## src/sv/ppid_pkg.sv

```systemverilog
`timescale 1ns / 1ps
// Package for the positional PID regulator: field widths, register
// indexes and the configuration struct. No dependencies.
package ppid_pkg;

   localparam int DataWidth    = 32;
   localparam int LimitWidth   = 31;
   localparam int CsrIdxWidth  = 2;
   localparam int ProdWidth    = 2 * DataWidth;
   localparam int QShift       = 16;
   localparam int TermWidth    = ProdWidth - QShift;
   localparam int IntegWidth   = 48;
   localparam int SumWidth     = 50;

   localparam logic signed [DataWidth-1:0] PropGainReset    = 32'sd9830;
   localparam logic signed [DataWidth-1:0] IntegGainReset   = 32'sd0;
   localparam logic signed [DataWidth-1:0] DerivGainReset   = 32'sd0;
   localparam logic [LimitWidth-1:0]       OutLimitReset    = 31'd393216;

   typedef enum logic [CsrIdxWidth-1:0] {
      REG_PROP_GAIN     = 2'd0,
      REG_INTEG_GAIN_TS = 2'd1,
      REG_DERIV_GAIN_TS = 2'd2,
      REG_OUT_LIMIT     = 2'd3
   } csr_index_type;

   typedef struct packed {
      logic signed [DataWidth-1:0] prop_gain;
      logic signed [DataWidth-1:0] integ_gain_ts;
      logic signed [DataWidth-1:0] deriv_gain_ts;
      logic [LimitWidth-1:0]       out_limit;
   } gains_type;

endpackage

```

## src/sv/ppid_if.sv

```systemverilog


interface ppid_csr_if import ppid_pkg::*; ();
   logic                   valid;
   logic                   ready;
   logic [CsrIdxWidth-1:0] index;
   logic [DataWidth-1:0]   data;
   modport source (output valid, output index, output data, input ready);
   modport sink (input valid, input index, input data, output ready);
endinterface

```

## src/sv/ppid_csr.sv

```systemverilog
`timescale 1ns / 1ps
// Configuration register file for the PID regulator: gains and output limit.
// Depends on ppid_pkg and the ppid_csr_if interface.
module ppid_csr import ppid_pkg::*; (
   input  logic        clock,
   input  logic        reset,
   ppid_csr_if.sink    csr_bus,
   output gains_type   gains
);

   gains_type gains_ff;
   gains_type gains_in;

   assign csr_bus.ready = 1'b1;
   assign gains = gains_ff;

   always_comb begin
      gains_in = gains_ff;
      if (csr_bus.valid) begin
         case (csr_index_type'(csr_bus.index))
            REG_PROP_GAIN:     gains_in.prop_gain     = csr_bus.data;
            REG_INTEG_GAIN_TS: gains_in.integ_gain_ts = csr_bus.data;
            REG_DERIV_GAIN_TS: gains_in.deriv_gain_ts = csr_bus.data;
            REG_OUT_LIMIT:     gains_in.out_limit     = csr_bus.data[LimitWidth-1:0];
            default:           gains_in = gains_ff;
         endcase
      end
   end

   always_ff @(posedge clock) begin
      if (reset) begin
         gains_ff.prop_gain     <= PropGainReset;
         gains_ff.integ_gain_ts <= IntegGainReset;
         gains_ff.deriv_gain_ts <= DerivGainReset;
         gains_ff.out_limit     <= OutLimitReset;
      end else begin
         gains_ff <= gains_in;
      end
   end

endmodule

```

## src/flat_wrapper.sv

```systemverilog
// flat-port wrapper written by rule: the top's interface ports become plain ports
module ppid_csr_flat import ppid_pkg::*;
  (clock, reset, gains, csr_bus_valid, csr_bus_index, csr_bus_data, csr_bus_ready);
  ppid_csr_if csr_bus_i ();
  input  logic clock;
  input  logic reset;
  output gains_type gains;
  input wire logic [$bits(csr_bus_i.valid)-1:0] csr_bus_valid;
  input wire logic [$bits(csr_bus_i.index)-1:0] csr_bus_index;
  input wire logic [$bits(csr_bus_i.data)-1:0] csr_bus_data;
  output wire logic [$bits(csr_bus_i.ready)-1:0] csr_bus_ready;
  assign csr_bus_i.valid = csr_bus_valid;
  assign csr_bus_i.index = csr_bus_index;
  assign csr_bus_i.data = csr_bus_data;
  assign csr_bus_ready = csr_bus_i.ready;
  ppid_csr u_core (.clock(clock), .reset(reset), .csr_bus(csr_bus_i), .gains(gains));
endmodule
```

## config.mk

```make
export PLATFORM = sky130hd
export DESIGN_NAME = ppid_csr_flat
export DESIGN_NICKNAME = d
export VERILOG_FILES = /design/src/sv/ppid_pkg.sv /design/src/sv/ppid_if.sv /design/src/sv/ppid_csr.sv /design/src/flat_wrapper.sv
export SDC_FILE = /design/constraint.sdc
export NUM_CORES = 1
export LEC_CHECK = 0
export BUFFER_PORTS_ARGS = -buffer_cell sky130_fd_sc_hd__buf_2
export CAP_MARGIN = 20
export CELL_PAD_IN_SITES_DETAIL_PLACEMENT = 1
export CELL_PAD_IN_SITES_GLOBAL_PLACEMENT = 2
export CORE_ASPECT_RATIO = 0.8
export CORE_MARGIN = 2
export CORE_UTILIZATION = 28
export CTS_CLUSTER_DIAMETER = 100
export CTS_CLUSTER_SIZE = 12
export DETAILED_ROUTE_END_ITERATION = 8
export GPL_ROUTABILITY_DRIVEN = 0
export HOLD_SLACK_MARGIN = 0.05
export PLACE_DENSITY_LB_ADDON = 0.1
export SKIP_LAST_GASP = 1
export SYNTH_ARGS = -nofsm -noshare
export SYNTH_HDL_FRONTEND = slang
export SYNTH_SLANG_ARGS = --single-unit
```

## constraint.sdc

```tcl
create_clock -name clock -period 0.8 [get_ports clock]
set_clock_uncertainty 0.05 [all_clocks]
set_input_delay 0.08 -clock clock [delete_from_list [all_inputs] [get_ports clock]]
set_output_delay 0.08 -clock clock [all_outputs]
set_load 0.03 [all_outputs]
```

==> out/qor.yml, run 1 <==
run_status:
  status: "finished, violations left"
  violations: "negative setup slack"
routing:
  drc: 0
  wl_um: 15900
  route.detailed.vias_per_inst: 4.33
  drt_pass1_iterations: 4
  ant_nets: 0
  drtIter0Drc: 161
  via_count: 4191
  wl_per_cell_um: 16.4
placed_design:
  place_worst_setup_slack_ps: -359
  place_hpwl_um: 10300
  port_buffers: 163
  place_area_mm2: 0.00625
cts:
  cts_buffer_depth: 2
  cts_tree: "built"
  cts_sinks: 127
  cts.clk_slew.worst_paths_ps: 50
  root_buffer: "clkbuf_16"
  cts_max_level: 4
  numCtsBuffers: 17
  worstSkewPairLatency_ps: 410
pwr:
  intPower_mw: 12.2
  p_sw_mw: 4.02
  total_power_mw: 16.2
  p_sw_share_pct: 24.8
  clkPwrFrac_pct: 44.2
  p_per_area_mw_per_mm2: 1880
  leakagePower_nw: 4.10
  combPwrFrac_pct: 14.1
  peakVddDrop_v: 0.00126
  pwr-share-seq_pct: 41.7
floorplanning:
  ios: 165
  core.rowCount: 44
  die_area_mm2: 0.0193
  start_util_pct: 28.3
  coreArea_mm2: 0.0180
  die_h_um: 125
  dieWidth_um: 155
sta:
  holdWs_ps: 45.3
  slew_violations: 0
  setup_ws_ps: -219
  max_freq_mhz: 981
  hold_viol: 0
  rsz0062_at_grt: "yes"
  period_minus_slack_ps: 1020
  setup_viol: 130
  fin_crit_sh_pct: 127
yosys:
  synth-seq-cells: 127
  netlist_area_mm2: 0.00510
  syn_area_per_cell_um2: 11.0
  synth_seq_area_share_pct: 49.9
  syn-instance-count: 463
  synth_cell_types: 14
  ys_warn_count: 0
  synth_nets: 500
global_routing:
  antenna_found_initial: 0
  overflow: 0
  gr-usage-all-layers_pct: 16.7
  grt_pass1_vias: 4500
  grt_pass1_wl_um: 24800
  grt_max_degree: 50
critical_path:
  crit_path_max_fanout: 2
  slowest_stage: "dfxtp_2"
  startpoint_type: "flip-flop"
  crit_family: "flip-flops"
  crit_buf_inv: 1
  crit_arrival_ps: 890
  cp.required_ps: 670
  endpoint_kind: "output port"
  crit_chain: "buf_6"
  path_class: "reg -> out"
  cp_slowest_stage_delay_ps: 350
layout:
  drive_gt1_share_pct: 56.3
  antenna_cells: 0
  fin_area_mm2: 0.00863
  finish.utilization_pct: 47.9
  nets: 763
  largest_register_ffs: 127
  final_common_cell: "nand2b_1"
  regArea_mm2: 0.00270
  fill_cells: 1890
  syn2layout_area_growth_pct: 69.3
  final_cell_mix: "139 x nand2b_1, 135 x buf_6, 127 x mux2i_1, 127 x dfxtp_2, 68 x buf_4"
  multi_input_area_mm2: 0.00241
run:
  drv_cap: 0
min_path:
  holdCritPathClass: "in -> reg"
==> metal layers <==
layer	wire, µm	part of all wire (%)	up-vias	global-route usage [%]
li1	-	-	2039	-
met1	7460	47	2047	21.1
met2	7430	47	97	27.2
met3	880	5.5	8	6.05
met4	118	0.74	0	3.92
met5	0	0	-	0
==> cell families (layout without fill, tap and decap cells) <==
group | count (synthesis) | in the layout | share of synthesized area, %
buffers and inverters | 34 | 308 | 4.34
DFF | 127 | 127 | 49.9
and+or+nand+nor | 174 | 174 | 20.8
muxes | 127 | 127 | 24.9
other | 1 | 1 | 0.0736
==> Yosys cell counts (all sizes together) <==
cell,instances,area share [%]
mux2i,127,25
conb,1,0.074
clkbuf,15,1.1
nor2,18,1.3
dfxtp,127,50
and3,1,0.12
or3b,1,0.17
nand2b,150,18
buf,19,3.2
nand3b,2,0.29
nand3,1,0.20
nor3b,1,0.25
==> power groups by stage <==
stage / Combinational [mW] / Sequential, mW / Clock (mW)
after floorplan: 0.689 / 7.24 / 0
after global placement: 1.70 / 6.80 / 0
after detailed placement: 1.73 / 6.81 / 0
after CTS: 2.19 / 6.77 / 7.39
after global routing: 2.44 / 6.79 / 7.72
final: 2.30 / 6.77 / 7.17
==> through the flow <==
stage                     instances  TNS (ps)
after floorplan                 463     -1390
after global placement          844    -28010
after detailed placement        844    -31980
after CTS                       934    -28670
after global routing            967    -31150
final                           967    -25510
==> worst paths after layout <==
| path | end | slack (ps) | depth (start not counted) | from |
|---|---|---|---|---|
| worst max-delay path | gains[9] | -220 | 1 | u_core.gains[9] |
| worst min-delay path | u_core.gains[90] | 50 | 3 | reset |
| worst max register to register | u_core.gains[94] | -50 | 4 | u_core.gains[94] |
| worst min register to register | u_core.gains[6] | 430 | 2 | u_core.gains[6] |
==> cell type report <==
| cell class | instances | share of cell area, % |
|---|---|---|
| Sequential cell | 127 | 31.3 |
| Timing Repair Buffer | 278 | 31.1 |
| Multi-Input combinational cell | 302 | 28.0 |
| Clock buffer | 23 | 5.54 |
| Tap cell | 230 | 3.34 |
| Clock inverter | 7 | 0.725 |
==> repair_timing <==
| item | CTS | global route |
|---|---|---|
| pin swaps | 0 | 1 |
| hold buffers | 33 | 0 |
| endpoints found under the setup margin | 127 | 158 |
| endpoints found under the hold margin | 127 | 0 |
| buffers inserted | 27 | 37 |
| resized for setup | 381 | 23 |
==> worst register-to-register path, cell delays in order (launching register included) <==
cell and delay [ps]:
dfxtp_2 320, buf_4 120, buf_4 120, nand2b_1 60
mux2i_1 60
Power figures use the tool's default switching activity.
==> inputs of run 2 (changes only) <==
- PLACE_DENSITY_LB_ADDON: 0.1 -> 0.2
==> out/qor.yml, run 2 (synthesis results as in run 1) <==
floorplanning:
  die_h_um: 125
  die_area_mm2: 0.0193
  dieWidth_um: 155
  core.rowCount: 44
  coreArea_mm2: 0.0180
  start_util_pct: 28.3
  ios: 165
layout:
  largest_register_ffs: 127
  final_cell_mix: "147 x nand2b_1, 130 x buf_6, 127 x mux2i_1, 127 x dfxtp_2, 66 x buf_4"
  finish.utilization_pct: 47.6
  fill_cells: 1909
  multi_input_area_mm2: 0.00236
  antenna_cells: 0
  drive_gt1_share_pct: 54.9
  fin_area_mm2: 0.00856
  regArea_mm2: 0.00270
  nets: 756
  instances_no_fill: 962
  syn2layout_area_growth_pct: 68.0
  final_common_cell: "nand2b_1"
routing:
  ant_nets: 0
  drt_pass1_iterations: 4
  drc: 0
  wl_um: 15700
  wl_per_cell_um: 16.3
  via_count: 4178
  route.detailed.vias_per_inst: 4.34
  drtIter0Drc: 126
sta:
  setup_viol: 135
  holdWs_ps: 82.8
  period_minus_slack_ps: 1030
  fin_tns_setup_ps: -26190
  hold_viol: 0
  max_freq_mhz: 969
  slew_violations: 0
  rsz0062_at_grt: "yes"
  fin_crit_sh_pct: 129
  setup_ws_ps: -232
global_routing:
  gr-usage-all-layers_pct: 16.4
  antenna_found_initial: 0
  grt_pass1_wl_um: 24600
  grt_max_degree: 101
  grt_pass1_vias: 4534
  overflow: 0
cts:
  numCtsBuffers: 17
  cts.clk_slew.worst_paths_ps: 60
  cts_max_level: 4
  cts_tree: "built"
  root_buffer: "clkbuf_16"
  worstSkewPairLatency_ps: 410
  cts_sinks: 127
  cts_buffer_depth: 2
run_status:
  status: "finished, violations left"
  violations: "negative setup slack"
critical_path:
  crit_path_end: "gains[48]"
  setup.worst_path.start: "u_core.gains[48]"
  rr_startpoint: "u_core.gains[80]"
  cp.required_ps: 670
  crit_chain: "buf_6"
  slowest_stage: "dfxtp_2"
  startpoint_type: "flip-flop"
  cp_slowest_stage_delay_ps: 350
  path_depth: 1
  crit_arrival_ps: 900
  worstReg2RegEnd: "u_core.gains[80]"
  r2r_cells: 4
  rrSetupSlack_ps: -70
  path_class: "reg -> out"
  endpoint_kind: "output port"
  crit_family: "flip-flops"
  crit_buf_inv: 1
  crit_path_max_fanout: 2
pwr:
  leakagePower_nw: 4.06
  peakVddDrop_v: 0.00122
  p_per_area_mw_per_mm2: 1970
  total_power_mw: 16.9
min_path:
  holdCritPathClass: "in -> reg"
run:
  drv_cap: 0
placed_design:
  place_worst_setup_slack_ps: -326
  place_hpwl_um: 10100
  dp_cells: 839
  place_area_mm2: 0.00622
  port_buffers: 163
run 2: worst min path at each step:
| stage | start | to | slack, ps | cells after the start |
|---|---|---|---|---|
| final | reset | u_core.gains[91] | 80 | 4 |
| after global routing | reset | u_core.gains[121] | 100 | 4 |
| after CTS | reset | u_core.gains[95] | 60 | 4 |
| after detailed placement | csr_bus_data[9] | u_core.gains[104] | 320 | 3 |
| after floorplan | csr_bus_data[5] | u_core.gains[100] | 200 | 2 |
| after global placement | csr_bus_data[18] | u_core.gains[18] | 310 | 3 |
run 2: area by class of cell:
cell class                      count  share of cell area [%]
Clock inverter                     11                    1.62
Multi-Input combinational cell    302                    27.6
Tap cell                          230                    3.36
Clock buffer                       21                    5.38
Sequential cell                   127                    31.5
Timing Repair Buffer              271                    30.5
run 2: repair_timing:
item,4_1_cts,5_1_grt
resized for setup,381,7
hold buffers,32,0
gates cloned,0,0
buffers inserted,27,34
setup endpoints to repair,127,137
pin swaps,0,1
endpoints found under the hold margin,127,0
run 2: routing by layer:
metal | vias to the layer above | track usage [%] | wire, µm
met5 | - | 0 | 0
met4 | 0 | 3.76 | 136
met3 | 13 | 5.81 | 802
met2 | 100 | 28.7 | 8050
met1 | 2037 | 19.2 | 6660
li1 | 2028 | - | -
run 2: power by group:
group          internal, mW  total [mW]  switching [mW]  leakage [nW]
Sequential             6.60        6.77           0.171          1.08
Clock                  5.04        7.86            2.82         0.293
Combinational          1.12        2.23            1.11          2.68
Total                  12.8        16.9            4.10          4.06
==> inputs of run 3 (changes only) <==
- CTS_CLUSTER_SIZE: 12 -> not set
- RECOVER_POWER: not set -> 100
- SKIP_LAST_GASP: 1 -> not set
==> out/qor.yml, run 3 (synthesis results as in run 1) <==
critical_path:
  setup.worst_path.start: "u_core.gains[80]"
  crit_arrival_ps: 900
  cp.required_ps: 670
  crit_path_max_fanout: 2
  rr_startpoint: "u_core.gains[76]"
  startpoint_type: "flip-flop"
  crit_family: "flip-flops"
  rrSetupSlack_ps: -60
  cp_slowest_stage_delay_ps: 350
  path_class: "reg -> out"
  crit_buf_inv: 1
  endpoint_kind: "output port"
  slowest_stage: "dfxtp_2"
  crit_chain: "buf_6"
layout:
  largest_register_ffs: 127
  nets: 756
  syn2layout_area_growth_pct: 68.9
  antenna_cells: 0
  drive_gt1_share_pct: 53.0
  final_cell_mix: "145 x nand2b_1, 141 x buf_6, 127 x mux2i_1"
  final_common_cell: "nand2b_1"
routing:
  route.detailed.vias_per_inst: 4.35
  wl_per_cell_um: 16.3
  ant_nets: 0
  via_count: 4182
  drtIter0Drc: 142
  wl_um: 15700
  drc: 0
  drt_pass1_iterations: 4
cts:
  worstSkewPairLatency_ps: 410
  cts_tree: "built"
  cts.clk_slew.worst_paths_ps: 60
  numCtsBuffers: 17
  cts_buffer_depth: 2
  root_buffer: "clkbuf_16"
  cts_sinks: 127
  cts_max_level: 4
global_routing:
  overflow: 0
  gr-usage-all-layers_pct: 16.4
  grt_pass1_wl_um: 24600
  antenna_found_initial: 0
  grt_max_degree: 101
  grt_pass1_vias: 4534
sta:
  setup_ws_ps: -232
  period_minus_slack_ps: 1030
  max_freq_mhz: 969
  rsz0062_at_grt: "yes"
  fin_crit_sh_pct: 129
  holdWs_ps: 82.8
  setup_viol: 135
  slew_violations: 0
  hold_viol: 0
pwr:
  peakVddDrop_v: 0.00122
  total_power_mw: 16.9
  leakagePower_nw: 4.05
  p_per_area_mw_per_mm2: 1960
floorplanning:
  die_area_mm2: 0.0193
  die_h_um: 125
  coreArea_mm2: 0.0180
  dieWidth_um: 155
  core.rowCount: 44
  start_util_pct: 28.3
  ios: 165
run:
  drv_cap: 0
min_path:
  holdCritPathClass: "in -> reg"
  min-delay-start: "reset"
placed_design:
  place_hpwl_um: 10100
  port_buffers: 163
run_status:
  status: "finished, violations left"
  violations: "negative setup slack"
-- run 3: cell types whose count changed in the layout (fill, tap and decap cells not counted) --
| cell | before | now |
|---|---|---|
| nand2b_2 | 1 | 0 |
| nor2_2 | 1 | 0 |
| clkbuf_4 | 0 | 9 |
| dfxtp_2 | 127 | 121 |
| buf_6 | 130 | 141 |
| dfxtp_1 | 0 | 6 |
| nand2b_4 | 2 | 5 |
| clkbuf_1 | 2 | 12 |
| nand2b_1 | 147 | 145 |
| nor2_4 | 0 | 1 |
| buf_2 | 35 | 24 |
| buf_4 | 66 | 46 |
| clkbuf_2 | 0 | 1 |
-- run 3: repair_timing --
action | CTS | global route
hold buffers | 32 | 0
endpoints found under the hold margin | 127 | 0
setup endpoints to repair | 127 | 137
pin swaps | 0 | 1
buffers inserted | 27 | 34
resized for setup | 381 | 24
-- run 3: area by class of cell --
class	count	area, µm²
fillers	1909	9390
flip-flops and latches	127	2690
repair buffers	271	2640
multi-input cells	302	2380
clock buffers	21	460
well taps	230	288
clock inverters	11	139
-- run 3: power breakdown --
| part | internal (mW) | leakage (nW) | total, mW | switching [mW] |
|---|---|---|---|---|
| Clock | 5.04 | 0.293 | 7.86 | 2.82 |
| Combinational | 1.12 | 2.67 | 2.24 | 1.12 |
| Sequential | 6.60 | 1.08 | 6.77 | 0.172 |
-- run 3: worst paths after layout --
| path | to | cells after the start |
|---|---|---|
| max reg2reg | u_core.gains[76] | 4 |
| min | u_core.gains[91] | 4 |
| min reg2reg | u_core.gains[98] | 2 |
| max | gains[80] | 1 |
-- run 3: through the flow --
step | util [%] | setup WS, ps | instance area, µm² | setup TNS [ps] | std cells
after floorplan | - | -80.1 | 5110 | -1390 | 463
after global placement | 34.5 | -305 | 6220 | -30220 | 839
after detailed placement | 34.5 | -326 | 6220 | -32440 | 839
after CTS | 46.1 | -247 | 8290 | -28330 | 930
after global routing | 47.8 | -270 | 8610 | -31990 | 962
final | 47.8 | -232 | 8610 | -26240 | 962
-- run 3: metal layers --
metal / GRT usage [%] / vias up / routed length [µm]
met3: 5.81 / 13 / 787
met5: 0 / - / 0
met2: 28.7 / 98 / 8100
met4: 3.76 / 0 / 133
li1: - / 2029 / -
met1: 19.2 / 2042 / 6690
